==> config.mk <==
export PLATFORM = sky130hd
export DESIGN_NAME = avcc_to_annexb_converter
export DESIGN_NICKNAME = d
export VERILOG_FILES = /design/src/rtl/a2b_pkg.sv /design/src/rtl/a2b_front.sv /design/src/rtl/a2b_queue.sv /design/src/rtl/a2b_back.sv /design/src/rtl/avcc_to_annexb_converter.sv
export SDC_FILE = /design/constraint.sdc
export NUM_CORES = 1
export LEC_CHECK = 0
export ABC_AREA = 1
export BUFFER_PORTS_ARGS = -buffer_cell sky130_fd_sc_hd__buf_4
export CORE_UTILIZATION = 40
export CTS_BUF_LIST = sky130_fd_sc_hd__clkbuf_2 sky130_fd_sc_hd__clkbuf_4 sky130_fd_sc_hd__clkbuf_8
export DETAILED_ROUTE_END_ITERATION = 6
export GPL_ROUTABILITY_DRIVEN = 0
export PLACE_DENSITY_LB_ADDON = 0.08
export SYNTH_ARGS = -nofsm -noshare
export SYNTH_HDL_FRONTEND = slang
export SYNTH_SLANG_ARGS = --single-unit
export TNS_END_PERCENT = 50
==> constraint.sdc <==
create_clock -name clock -period 5 [get_ports clock]
set_clock_uncertainty 0.05 [all_clocks]
set_input_delay 0.75 -clock clock [delete_from_list [all_inputs] [get_ports clock]]
set_output_delay 0.75 -clock clock [all_outputs]
set_load 0.02 [all_outputs]
==> src/rtl/a2b_pkg.sv <==
package a2b_pkg;

   // width of the unit byte count that the parser looks at
   localparam int UNIT_COUNT_BITS = 24;

   // command queue between parser and expander
   localparam int QUEUE_DEPTH = 4;
   localparam int QUEUE_PTR_W = $clog2(QUEUE_DEPTH);
   localparam int QUEUE_CNT_W = $clog2(QUEUE_DEPTH + 1);

   // record header: first byte value, minimum length, sps count position
   localparam logic [7:0] RECORD_VERSION = 8'd1;
   localparam int         RECORD_MIN_LEN = 7;
   localparam logic [2:0] HDR_COUNT_POS  = 3'd5;
   localparam logic [7:0] SPS_COUNT_MASK = 8'h1f;

   // sample length field: four bytes, the last start-code byte is 1
   localparam logic [2:0] LEN_FIELD_BYTES = 3'd4;
   localparam logic [2:0] START_CODE_LAST = 3'd3;

   typedef enum logic [3:0] {
      PH_IDLE       = 4'd0,
      PH_R_SKIP     = 4'd1,
      PH_R_HDR      = 4'd2,
      PH_R_SPS_NEXT = 4'd3,
      PH_R_SPS_LO   = 4'd4,
      PH_R_SPS_PAY  = 4'd5,
      PH_R_PPS_NEXT = 4'd6,
      PH_R_PPS_LO   = 4'd7,
      PH_R_PPS_PAY  = 4'd8,
      PH_S_PASS     = 4'd9,
      PH_S_HDR      = 4'd10,
      PH_S_PAY      = 4'd11
   } phase_type;

   typedef enum logic [1:0] {
      OP_BYTE  = 2'd0,
      OP_START = 2'd1,
      OP_MARK  = 2'd2
   } op_type;

   typedef struct packed {
      op_type     op;
      logic [7:0] data;
      logic       last;
   } cmd_type;

endpackage

==> src/rtl/a2b_front.sv <==
module a2b_front (
   input  logic                                clock,
   input  logic                                reset,
   input  logic                                req_valid,
   output logic                                req_ready,
   input  logic                                req_type,
   input  logic [7:0]                          req_in_byte,
   input  logic [a2b_pkg::UNIT_COUNT_BITS-1:0] req_bytes_left,
   input  logic                                queue_full,
   output logic                                push,
   output a2b_pkg::cmd_type                    push_cmd
);
   import a2b_pkg::*;

   phase_type   phase_ff, phase_in;
   logic [2:0]  hp_ff, hp_in;
   logic [7:0]  total_ff, total_in;
   logic [7:0]  done_ff, done_in;
   logic [7:0]  saved_ff, saved_in;
   logic [31:0] len_ff, len_in;
   logic        conv_ff, conv_in;

   logic                       accept;
   logic                       is_record;
   logic [UNIT_COUNT_BITS-1:0] left;
   logic                       last_byte;
   logic                       rec_phase;
   phase_type                  eph;
   phase_type                  wph;
   logic [2:0]                 hp_w;
   logic [31:0]                len_w;
   logic [31:0]                len_dec;
   logic [31:0]                len_shift;
   logic [2:0]                 hp_inc;
   logic [15:0]                payload;
   logic                       fits;
   logic                       room;
   logic                       emit_start;
   logic                       emit_byte;
   logic [7:0]                 emit_data;

   assign req_ready = !queue_full;
   assign accept    = req_valid && req_ready;
   assign is_record = !req_type;
   assign left      = (req_bytes_left == '0) ? UNIT_COUNT_BITS'(1) : req_bytes_left;
   assign last_byte = (left == UNIT_COUNT_BITS'(1));
   assign room      = (left >= UNIT_COUNT_BITS'(2));

   assign rec_phase = phase_ff inside {PH_R_SKIP, PH_R_HDR, PH_R_SPS_NEXT, PH_R_SPS_LO,
                                       PH_R_SPS_PAY, PH_R_PPS_NEXT, PH_R_PPS_LO,
                                       PH_R_PPS_PAY};

   // a kind change abandons the unit in progress
   assign eph = (phase_ff != PH_IDLE && rec_phase != is_record) ? PH_IDLE : phase_ff;

   // a sample unit starts straight in its first working phase
   always_comb begin
      wph   = eph;
      hp_w  = hp_ff;
      len_w = len_ff;
      if (eph == PH_IDLE && !is_record) begin
         wph   = conv_ff ? PH_S_HDR : PH_S_PASS;
         hp_w  = '0;
         len_w = '0;
      end
   end

   assign len_dec   = len_w - 32'd1;
   assign len_shift = {len_w[23:0], req_in_byte};
   assign hp_inc    = hp_w + 3'd1;
   assign payload   = {saved_ff, req_in_byte};
   assign fits      = (UNIT_COUNT_BITS'(payload) <= left - UNIT_COUNT_BITS'(1));

   // next state
   always_comb begin
      phase_in = phase_ff;
      hp_in    = hp_ff;
      total_in = total_ff;
      done_in  = done_ff;
      saved_in = saved_ff;
      len_in   = len_ff;
      conv_in  = conv_ff;
      if (accept) begin
         if (eph == PH_IDLE && is_record) begin
            hp_in = '0;
            if (left < UNIT_COUNT_BITS'(RECORD_MIN_LEN) || req_in_byte != RECORD_VERSION) begin
               phase_in = PH_R_SKIP;
            end else begin
               phase_in = PH_R_HDR;
               hp_in    = 3'd1;
            end
         end else begin
            phase_in = wph;
            hp_in    = hp_w;
            len_in   = len_w;
            unique case (wph)
               PH_R_HDR: begin
                  if (hp_w >= HDR_COUNT_POS) begin
                     total_in = req_in_byte & SPS_COUNT_MASK;
                     done_in  = '0;
                     phase_in = PH_R_SPS_NEXT;
                  end else begin
                     hp_in = hp_inc;
                  end
               end
               PH_R_SPS_NEXT: begin
                  if (done_ff < total_ff && room) begin
                     saved_in = req_in_byte;
                     phase_in = PH_R_SPS_LO;
                  end else begin
                     // this byte is the pps count
                     total_in = req_in_byte;
                     done_in  = '0;
                     conv_in  = 1'b1;
                     phase_in = PH_R_PPS_NEXT;
                  end
               end
               PH_R_SPS_LO, PH_R_PPS_LO: begin
                  if (fits) begin
                     done_in  = done_ff + 8'd1;
                     len_in   = {16'd0, payload};
                     if (payload != '0) begin
                        phase_in = (wph == PH_R_SPS_LO) ? PH_R_SPS_PAY : PH_R_PPS_PAY;
                     end else begin
                        phase_in = (wph == PH_R_SPS_LO) ? PH_R_SPS_NEXT : PH_R_PPS_NEXT;
                     end
                  end else if (wph == PH_R_SPS_LO) begin
                     // truncated sps: its high length byte becomes the pps count
                     total_in = saved_ff;
                     done_in  = '0;
                     conv_in  = 1'b1;
                     if (saved_ff != '0 && room) begin
                        saved_in = req_in_byte;
                        phase_in = PH_R_PPS_LO;
                     end else begin
                        phase_in = PH_R_SKIP;
                     end
                  end else begin
                     phase_in = PH_R_SKIP;
                  end
               end
               PH_R_SPS_PAY, PH_R_PPS_PAY: begin
                  len_in = len_dec;
                  if (len_dec == '0) begin
                     phase_in = (wph == PH_R_SPS_PAY) ? PH_R_SPS_NEXT : PH_R_PPS_NEXT;
                  end
               end
               PH_R_PPS_NEXT: begin
                  if (done_ff < total_ff && room) begin
                     saved_in = req_in_byte;
                     phase_in = PH_R_PPS_LO;
                  end else begin
                     phase_in = PH_R_SKIP;
                  end
               end
               PH_S_HDR: begin
                  len_in = len_shift;
                  hp_in  = hp_inc;
                  if (hp_inc >= LEN_FIELD_BYTES) begin
                     hp_in = '0;
                     if (len_shift != '0) begin
                        phase_in = PH_S_PAY;
                     end
                  end
               end
               PH_S_PAY: begin
                  len_in = len_dec;
                  if (len_dec == '0) begin
                     hp_in    = '0;
                     phase_in = PH_S_HDR;
                  end
               end
               default: begin
               end
            endcase
         end
         if (last_byte) begin
            phase_in = PH_IDLE;
            hp_in    = '0;
         end
      end
   end

   // outputs
   always_comb begin
      emit_start = 1'b0;
      emit_byte  = 1'b0;
      emit_data  = req_in_byte;
      unique case (wph)
         PH_R_SPS_LO, PH_R_PPS_LO: begin
            emit_start = fits;
         end
         PH_R_SPS_PAY, PH_R_PPS_PAY, PH_S_PASS, PH_S_PAY: begin
            emit_byte = 1'b1;
         end
         PH_S_HDR: begin
            emit_byte = 1'b1;
            emit_data = (hp_w >= START_CODE_LAST) ? 8'd1 : 8'd0;
         end
         default: begin
         end
      endcase
   end

   always_comb begin
      push_cmd.last = last_byte;
      push_cmd.data = emit_data;
      if (emit_start) begin
         push_cmd.op = OP_START;
      end else if (emit_byte) begin
         push_cmd.op = OP_BYTE;
      end else begin
         push_cmd.op   = OP_MARK;
         push_cmd.data = '0;
      end
   end

   assign push = accept && (emit_start || emit_byte || last_byte);

   always_ff @(posedge clock) begin
      if (reset) begin
         phase_ff <= PH_IDLE;
         hp_ff    <= '0;
         total_ff <= '0;
         done_ff  <= '0;
         saved_ff <= '0;
         len_ff   <= '0;
         conv_ff  <= 1'b0;
      end else begin
         phase_ff <= phase_in;
         hp_ff    <= hp_in;
         total_ff <= total_in;
         done_ff  <= done_in;
         saved_ff <= saved_in;
         len_ff   <= len_in;
         conv_ff  <= conv_in;
      end
   end

endmodule

==> src/rtl/a2b_queue.sv <==
module a2b_queue (
   input  logic             clock,
   input  logic             reset,
   input  logic             push,
   input  a2b_pkg::cmd_type push_cmd,
   output logic             full,
   input  logic             pop,
   output logic             head_valid,
   output a2b_pkg::cmd_type head_cmd
);
   import a2b_pkg::*;

   cmd_type                slot_ff [QUEUE_DEPTH];
   logic [QUEUE_PTR_W-1:0] wr_ff, wr_in;
   logic [QUEUE_PTR_W-1:0] rd_ff, rd_in;
   logic [QUEUE_CNT_W-1:0] cnt_ff, cnt_in;
   logic                   do_push;
   logic                   do_pop;

   assign full       = (cnt_ff == QUEUE_CNT_W'(QUEUE_DEPTH));
   assign head_valid = (cnt_ff != '0);
   assign head_cmd   = slot_ff[rd_ff];
   assign do_push    = push && !full;
   assign do_pop     = pop && head_valid;

   always_comb begin
      wr_in  = do_push ? wr_ff + QUEUE_PTR_W'(1) : wr_ff;
      rd_in  = do_pop ? rd_ff + QUEUE_PTR_W'(1) : rd_ff;
      cnt_in = cnt_ff;
      if (do_push && !do_pop) begin
         cnt_in = cnt_ff + QUEUE_CNT_W'(1);
      end else if (do_pop && !do_push) begin
         cnt_in = cnt_ff - QUEUE_CNT_W'(1);
      end
   end

   always_ff @(posedge clock) begin
      if (do_push) begin
         slot_ff[wr_ff] <= push_cmd;
      end
   end

   always_ff @(posedge clock) begin
      if (reset) begin
         wr_ff  <= '0;
         rd_ff  <= '0;
         cnt_ff <= '0;
      end else begin
         wr_ff  <= wr_in;
         rd_ff  <= rd_in;
         cnt_ff <= cnt_in;
      end
   end

endmodule

==> src/rtl/a2b_back.sv <==
module a2b_back (
   input  logic             clock,
   input  logic             reset,
   input  logic             head_valid,
   input  a2b_pkg::cmd_type head_cmd,
   output logic             pop,
   output logic             rsp_valid,
   input  logic             rsp_ready,
   output logic [7:0]       rsp_out_byte,
   output logic             rsp_byte_valid,
   output logic             rsp_unit_last
);
   import a2b_pkg::*;

   logic       valid_ff, valid_in;
   logic [7:0] byte_ff, byte_in;
   logic       bv_ff, bv_in;
   logic       last_ff, last_in;
   logic [1:0] sub_ff, sub_in;
   logic       load;
   logic       sub_end;

   assign load    = !valid_ff || rsp_ready;
   assign sub_end = (sub_ff == 2'd3);

   always_comb begin
      valid_in = valid_ff;
      byte_in  = byte_ff;
      bv_in    = bv_ff;
      last_in  = last_ff;
      sub_in   = sub_ff;
      pop      = 1'b0;
      if (load) begin
         valid_in = head_valid;
         if (head_valid) begin
            case (head_cmd.op)
               OP_START: begin
                  // start code goes out over four words
                  byte_in = sub_end ? 8'd1 : 8'd0;
                  bv_in   = 1'b1;
                  last_in = head_cmd.last && sub_end;
                  sub_in  = sub_ff + 2'd1;
                  pop     = sub_end;
               end
               OP_MARK: begin
                  byte_in = '0;
                  bv_in   = 1'b0;
                  last_in = head_cmd.last;
                  pop     = 1'b1;
               end
               default: begin
                  byte_in = head_cmd.data;
                  bv_in   = 1'b1;
                  last_in = head_cmd.last;
                  pop     = 1'b1;
               end
            endcase
         end
      end
   end

   always_ff @(posedge clock) begin
      byte_ff <= byte_in;
      bv_ff   <= bv_in;
      last_ff <= last_in;
   end

   always_ff @(posedge clock) begin
      if (reset) begin
         valid_ff <= 1'b0;
         sub_ff   <= '0;
      end else begin
         valid_ff <= valid_in;
         sub_ff   <= sub_in;
      end
   end

   assign rsp_valid      = valid_ff;
   assign rsp_out_byte   = byte_ff;
   assign rsp_byte_valid = bv_ff;
   assign rsp_unit_last  = last_ff;

endmodule

==> src/rtl/avcc_to_annexb_converter.sv <==
// h.264 length-prefixed (avcc) to start-code (annex b) converter, one byte a word.
// a parser at the front takes one input byte a cycle whenever the four-entry
// command queue has room, and turns it into at most one command: pass a byte,
// send a start code, or mark the end of a unit that gave nothing. the expander
// at the back turns each command into output words through a registered output
// stage, one word a cycle while the receiver is ready; a start code gives four
// words, any other command one. the sustained rate is therefore one byte a cycle
// through payload and passthrough runs, and an input byte that opens a start code
// costs four output words, absorbed by the queue while output words keep flowing.
// a configuration record (req_type 0) that reaches its pps count enables
// length rewriting for later sample units (req_type 1); until then sample bytes
// pass unchanged. req_bytes_left of one (or zero) marks the end of a unit.
module avcc_to_annexb_converter (
   input  logic                                clock,
   input  logic                                reset,
   input  logic                                req_valid,
   output logic                                req_ready,
   input  logic                                req_type,
   input  logic [7:0]                          req_in_byte,
   input  logic [a2b_pkg::UNIT_COUNT_BITS-1:0] req_bytes_left,
   output logic                                rsp_valid,
   input  logic                                rsp_ready,
   output logic [7:0]                          rsp_out_byte,
   output logic                                rsp_byte_valid,
   output logic                                rsp_unit_last
);
   import a2b_pkg::*;

   // parser to queue
   logic    push;
   cmd_type push_cmd;
   logic    queue_full;

   // queue to expander
   logic    pop;
   logic    head_valid;
   cmd_type head_cmd;

   // front: unit tracking and record / sample parsing
   a2b_front u_front (
      .clock          (clock),
      .reset          (reset),
      .req_valid      (req_valid),
      .req_ready      (req_ready),
      .req_type       (req_type),
      .req_in_byte    (req_in_byte),
      .req_bytes_left (req_bytes_left),
      .queue_full     (queue_full),
      .push           (push),
      .push_cmd       (push_cmd)
   );

   // short queue so each side can stall on its own
   a2b_queue u_queue (
      .clock      (clock),
      .reset      (reset),
      .push       (push),
      .push_cmd   (push_cmd),
      .full       (queue_full),
      .pop        (pop),
      .head_valid (head_valid),
      .head_cmd   (head_cmd)
   );

   // back: command expansion and output register
   a2b_back u_back (
      .clock          (clock),
      .reset          (reset),
      .head_valid     (head_valid),
      .head_cmd       (head_cmd),
      .pop            (pop),
      .rsp_valid      (rsp_valid),
      .rsp_ready      (rsp_ready),
      .rsp_out_byte   (rsp_out_byte),
      .rsp_byte_valid (rsp_byte_valid),
      .rsp_unit_last  (rsp_unit_last)
   );

endmodule

Word-level counts from Yosys, hierarchy flattened

Memories as Yosys holds them, arrays and structs flattened. A register that Yosys moved wholly into a read port is not among the register bits.
Index checks and enable logic that the tools add are counted.

Flip-flop bits (word level): 84
Memory bits (writable): 44
Input bits: 37
Memories kept: 1
Logic and storage cells: 184

Bitwise logic cells: 1
Reductions and logical operators: 46
Mux-type cells: 73
Add/subtract/negate cells: 9
Eq/ne operators: 32
Order comparisons: 7

Memory list:

| name            | words | bits a word | read ports | clocked after Yosys merged registers in | write ports | RTL line        | text |
|---|---|---|---|---|---|---|---|
| u_queue.slot_ff | 4     | 11          | 1          | 1                                       | 1           | a2b_queue.sv:13 | `cmd_type slot_ff [QUEUE_DEPTH];` |

Operators with widths:

| kind                    | count |
|---|---|
| $mux W8                 | 15 |
| $pmux W32 S3            | 1 |
| $mux W32                | 2 |
| $mux W4                 | 12 |
| $pmux W8 S3             | 2 |
| $mux W3                 | 13 |
| $eq A4 B3 Y1 const B    | 8 |
| $logic_not A32 Y1       | 1 |
| $pmux W8 S2             | 2 |
| $reduce_bool A32 Y1     | 1 |
| $sub A32 B1 Y32 const B | 1 |
| $pmux W4 S7             | 1 |
| $eq A24 B1 Y1 const B   | 1 |
| $ge A24 B2 Y1 const B   | 1 |
| $le A16 B24 Y1          | 1 |
| $logic_not A24 Y1       | 1 |
| $lt A24 B3 Y1 const B   | 1 |
| $mux W24                | 1 |
| $sub A24 B1 Y24 const B | 1 |
| $eq A4 B4 Y1 const B    | 5 |
| $eq A4 B2 Y1 const B    | 4 |
| $reduce_bool A16 Y1     | 1 |
| $reduce_bool A8 Y1      | 2 |
| $mux W1                 | 15 |
| other kinds (34)        | 75 |

Depth between registers and ports, before layout

Depth after elaboration: 19
Gate-level depth with buffers: 39
Mapped depth without buffers: 38

By module

From an unflattened synthesis, not the netlist that was laid out.

Cells, all modules: 1289
Area total of the unflattened synthesis: 9087.5 µm²

Modules (own cells, without submodules):

| module    | area each (µm²) | instances | seq. area each (µm²) | cells each |
|---|---|---|---|---|
| a2b_front | 6364.9          | 1         | 1281.2               | 1051 |
| a2b_queue | 2134.5          | 1         | 1501.4               | 176 |
| a2b_back  | 588.1           | 1         | 360.3                | 62 |

Least setup slack after synthesis

Ideal clock, no wire load.

Kind: input to register
Start point: in req_bytes_left[15] in the netlist's numbering
End point: reg u_queue.cnt_ff[1]
Path buffers: 1
Path slack: 15 ps
Stages: 35
Data arrival time: 4814 ps
Required time: 4830 ps
Setup time: 120 ps
Path through: or2_4 -> nor2_2 -> nand2_2 -> nor2_4 -> nand2_2 -> nand2_4 -> inv_4 -> ha_1 -> inv_1 -> nor2_1 -> inv_1 -> nor3_2 -> xnor2_1 -> ha_1 -> nand2_1 -> inv_1 -> nand3_1 -> nor3_1 -> o21ai_0 -> nand3_1 -> nand4_2 -> nor2_2 -> nand2_2 -> buf_6 -> nand2_8 -> inv_4 -> nor3_4 -> nand2_4 -> nand2_4 -> inv_1 -> ha_1 -> inv_1 -> fa_1 -> o21ai_0 -> a21oi_1

Elaborated cells between the ends (all ways): 15
Classes of those cells: add/sub (1); order compare (1); eq/ne (1); mux (3); reduce/logical (9)

RTL lines:

| element                 | RTL line                       | text |
|---|---|---|
| start: declaration      | avcc_to_annexb_converter.sv:20 | `input logic [a2b_pkg::UNIT_COUNT_BITS-1:0] req_bytes_left,` |
| $logic_not A24 Y1       | a2b_front.sv:45                | `assign left = (req_bytes_left == '0) ? UNIT_COUNT_BITS'(1) : req_bytes_left;` |
| $mux W24 (*)            | a2b_front.sv:45                |  |
| $sub A24 B1 Y24         | a2b_front.sv:72                | `assign fits = (UNIT_COUNT_BITS'(payload) <= left - UNIT_COUNT_BITS'(1));` |
| $le A16 B24 Y1          | a2b_front.sv:72                |  |
| $mux W1                 | a2b_front.sv:189               | `unique case (wph)` |
| $logic_or A1 B1 Y1      | a2b_front.sv:218               | `assign push = accept && (emit_start \|\| emit_byte \|\| last_byte);` |
| $logic_or A1 B1 Y1 (*)  | a2b_front.sv:218               |  |
| $logic_and A1 B1 Y1 (*) | a2b_front.sv:218               |  |
| $logic_and A1 B1 Y1 (*) | a2b_queue.sv:23                | `assign do_push = push && !full;` |
| via u_queue.do_push     | a2b_queue.sv:17                | `logic do_push;` |
| $logic_and A1 B1 Y1 (*) | a2b_queue.sv:30                | `if (do_push && !do_pop) begin` |
| $mux W3 (*)             | a2b_queue.sv:30                |  |
| via u_queue.cnt_in[1]   | a2b_queue.sv:16                | `logic [QUEUE_CNT_W-1:0] cnt_ff, cnt_in;` |
| end signal: assignment  | a2b_queue.sv:51                | `cnt_ff <= cnt_in;` |
| end: declaration        | a2b_queue.sv:16                |  |

The timed path passes the listed nets; every way through them passes the cells marked *.
A chain may end at the register's enable or synchronous reset.

Final worst setup path

Same ends and word-level chain as after synthesis.

==> flow_metrics.env <==
export IMPL_status="complete, no violations"
export IMPL_clkLatencyLatePin_ns=0.45
export IMPL_antennaDiodeCount=0
export IMPL_tightest_slew_ns=1.041
export IMPL_initial_utilization_pct=41.01
export IMPL_synth_top_area_share_pct=17.36
export IMPL_clk_pin_slew_ns=0.09
export IMPL_yosysSeqAreaShare_pct=33.65
export IMPL_setup_tns_ns=0
export IMPL_yosys_area_share_adder_pct=5.975
export IMPL_rows=55
export IMPL_drt_iter0_markers=750
export IMPL_die_h_um=154.8
export IMPL_synth_top_family_by_area="simple AND/OR/NAND/NOR gates"
export IMPL_layout_commonest_cell="nand2_1"
export IMPL_clock_path_buffers=2
export IMPL_fin_nets=1525
export IMPL_cts_buffers=17
export IMPL_slowest_stage="fa_1"
export IMPL_cts_root_buf="clkbuf_8"
export IMPL_sw_frac_of_total_pct=44.49
export IMPL_grt_total_usage_pct=23.76
export IMPL_synth_top_area_cell="edfxtp_1"
export IMPL_nFillCells=2384
export IMPL_areaGrowthSynthToFinish_pct=13.32
export IMPL_min_period_ns=4.543
export IMPL_crit_start="req_bytes_left[15]"
export IMPL_cp_end_kind="flip-flop"
export IMPL_synth_edf_count=54
export IMPL_r2r_cells=22
export IMPL_yosysUniqueCellTypes=59
export IMPL_fmax_mhz=220.1
export IMPL_final_layout_size_suffix_gt1_share_pct=11.12
export IMPL_synthFlopType="dfxtp_1"
export IMPL_drc=0
export IMPL_synth_seq_cells=130
export IMPL_pwr_share_seq_pct=33.6
export IMPL_place_ws_ns=-0.04448
export IMPL_finalSetupViolCount=0
export IMPL_start_kind="primary input"
export IMPL_hold_class="flip-flop to flip-flop"
export IMPL_grt_pass1_vias=8602
export IMPL_r2r_start="u_front.phase_ff[0]"
export IMPL_grt_max_degree=46
export IMPL_wl_um=27730
export IMPL_fin_crit_sh_pct=90.86
export IMPL_h_tree_depth=4
export IMPL_required_ns=5.30
export IMPL_slowest_delay_ns=0.40
export IMPL_synth_area_per_cell_um2=6.758
export IMPL_holdPathEnd="u_front.total_ff[7]"
export IMPL_yosysWarnings=0
export IMPL_r2r_slack_ns=1.48
export IMPL_cp_max_fo=5
export IMPL_grt_pass1_wl_um=44710
export IMPL_netSwitchingPower_w=0.001890
export IMPL_power_frac_comb_pct=45.0
export IMPL_cts_tree="done"
export IMPL_synthMuxAreaShare_pct=0
export IMPL_postLayoutSetupSlackWorst_ns=0.4569
export IMPL_r2r_end="u_front.phase_ff[1]"
export IMPL_synth_area_leaders="edfxtp_1 17%, dfxtp_1 16%, nand2_1 13%"
export IMPL_slew_viol_final=0
export IMPL_max_cap_viol_count=0
export IMPL_die_w_um=154.8
export IMPL_first_pass_iters=5
export IMPL_pwr_share_clk_pct=21.4
export IMPL_worst_path_most_repeated_cell="inv_1"
export IMPL_p_leak_nw=4.565
export IMPL_syn_area_um2=9340
export IMPL_dieArea_um2=23970
export IMPL_fin_util_pct=46.47
export IMPL_path_class="primary input to flip-flop"
export IMPL_port_buffers=48
export IMPL_antenna_found_initial=0
export IMPL_final_antenna_net_count=0
export IMPL_synth_xor_area_share_pct=2.251
export IMPL_intPower_w=0.002358
export IMPL_hold_path_depth=2
export IMPL_netlist_instances=1382
export IMPL_routedWlPerCell_um=15.67
export IMPL_grt_overflow_total=0
export IMPL_power_per_cell_area_nw_per_um2=401.4
export IMPL_hold_path_startpoint="u_front.total_ff[7]"
export IMPL_slew_headroom_pct=30.33
export IMPL_vias=9198
export IMPL_rsz0062_at_grt="false"
export IMPL_core_um2=22780
export IMPL_ir_drop_uv=172.0
export IMPL_mostFrequentLayoutCells="313 x nand2_1, 196 x nor2_1, 187 x inv_1"
export IMPL_hpwl_um=20960
export IMPL_synth_simple_area_share_pct=29.97
export IMPL_cts_sinks=130
export IMPL_hold_violations=0
export IMPL_synth_compound_area_share_pct=18.12
export IMPL_ys_async_sr_fraction_pct=0
export IMPL_ios=49
export IMPL_synth_nets=1463
export IMPL_via_per_inst=5.197
export IMPL_worstPathArrival_ns=4.84
==> power by group through the flow <==
stage | registers (W) | logic, W | clock network (W)
after floorplan | 0.00147 | 0.00129 | 0
after global placement | 0.00145 | 0.00190 | 0
after detailed placement | 0.00145 | 0.00190 | 0
after CTS | 0.00143 | 0.00191 | 0.000935
after global routing | 0.00145 | 0.00215 | 0.000983
final | 0.00143 | 0.00191 | 0.000911
==> per-stage QoR <==
stage / std cells / total power (W) / cell area (um^2) / hold WS [ns]
floorplan: 1382 / 0.002765 / 9340 / 0.3831
global placement: 1738 / 0.003347 / 10190 / 0.4020
detailed placement: 1738 / 0.003349 / 10190 / 0.4070
finish: 1770 / 0.004249 / 10580 / 0.4146
global route: 1770 / 0.004581 / 10580 / 0.4368
CTS: 1770 / 0.004269 / 10580 / 0.4193
==> what timing repair did <==
item / 4_1_cts / 5_1_grt
setup buffers: 0 / 0
resized for setup: 0 / 1
hold buffers: 0 / 0
endpoints found under the setup margin: 0 / 3
==> critical path, delay by kind of cell <==
family	cells	cell delay, ns
and+or+nand+nor	19	2.04
AOI/OAI and AO/OA	3	0.33
adders and majority gates	4	1.05
xor gates and xnor gates	1	0.13
buffers and inverters	8	0.54
==> logic make-up (layout without fill, tap and decap cells) <==
family | count (synthesis) | in the layout
and+or+nand+nor | 653 | 653
DFF | 130 | 130
xor gates and xnor gates | 24 | 24
buffers and inverters | 238 | 313
adders and majority gates | 44 | 44
AOI/OAI and AO/OA | 293 | 293
==> synth_stat cells, drive strengths merged, types with 5 or more instances <==
master	n
a21oi	102
a221oi	5
a31oi	8
a41oi	13
buf	14
clkbuf	29
dfxtp	76
edfxtp	54
ha	43
inv	194
nand2	325
nand3	59
nand3b	6
nand4	17
nor2	207
nor3	27
o21ai	118
o221ai	7
o22ai	10
xnor2	7
xor2	17
==> flip-flops by register name, indices dropped and copies added (netlist names), 2 cells and up, named ones only <==
register             flops
u_queue.rd_ff            2
u_front.phase_ff         4
u_front.len_ff          32
u_front.hp_ff            3
u_front.done_ff          8
u_back.rsp_out_byte      8
u_queue.slot_ff         44
u_queue.wr_ff            2
u_queue.cnt_ff           3
u_front.saved_ff         8
u_front.total_ff         8
u_back.sub_ff            2
==> how the worst max path moves through the flow <==
| stage | cells after the start | endpoint | slack, ns |
|---|---|---|---|
| 2_1_floorplan | 35 | u_queue.cnt_ff[1] | 0.02 |
| 3_3_place_gp | 35 | u_queue.cnt_ff[1] | 0.03 |
| 3_5_place_dp | 35 | u_queue.cnt_ff[1] | -0.04 |
| 4_1_cts | 35 | u_queue.cnt_ff[1] | 0.41 |
| 5_1_grt | 35 | u_queue.cnt_ff[1] | 0.03 |
| 6_report | 35 | u_queue.cnt_ff[1] | 0.46 |
==> cell type report <==
| cell class | instances | area [um^2] | area share (%) |
|---|---|---|---|
| multi-input cells | 1014 | 5278 | 49.86 |
| flip-flops and latches | 130 | 3143 | 29.70 |
| inverters | 195 | 737.0 | 6.963 |
| repair buffers | 86 | 645.6 | 6.100 |
| well taps | 313 | 391.6 | 3.700 |
| clock buffers | 18 | 241.5 | 2.282 |
| clock inverters | 14 | 147.6 | 1.395 |
==> routing by layer <==
metal  share of wire (%)  routed length [um]  GRT usage [%]  vias up
met4                 1.8                 507          6.648        0
li1                    -                   -              -     4701
met2                  45               12560          39.69      277
met5                   0                   0              0        -
met1                  47               13120          32.30     4179
met3                 5.6                1546          2.746       41
(Power assumes the default switching activity.)
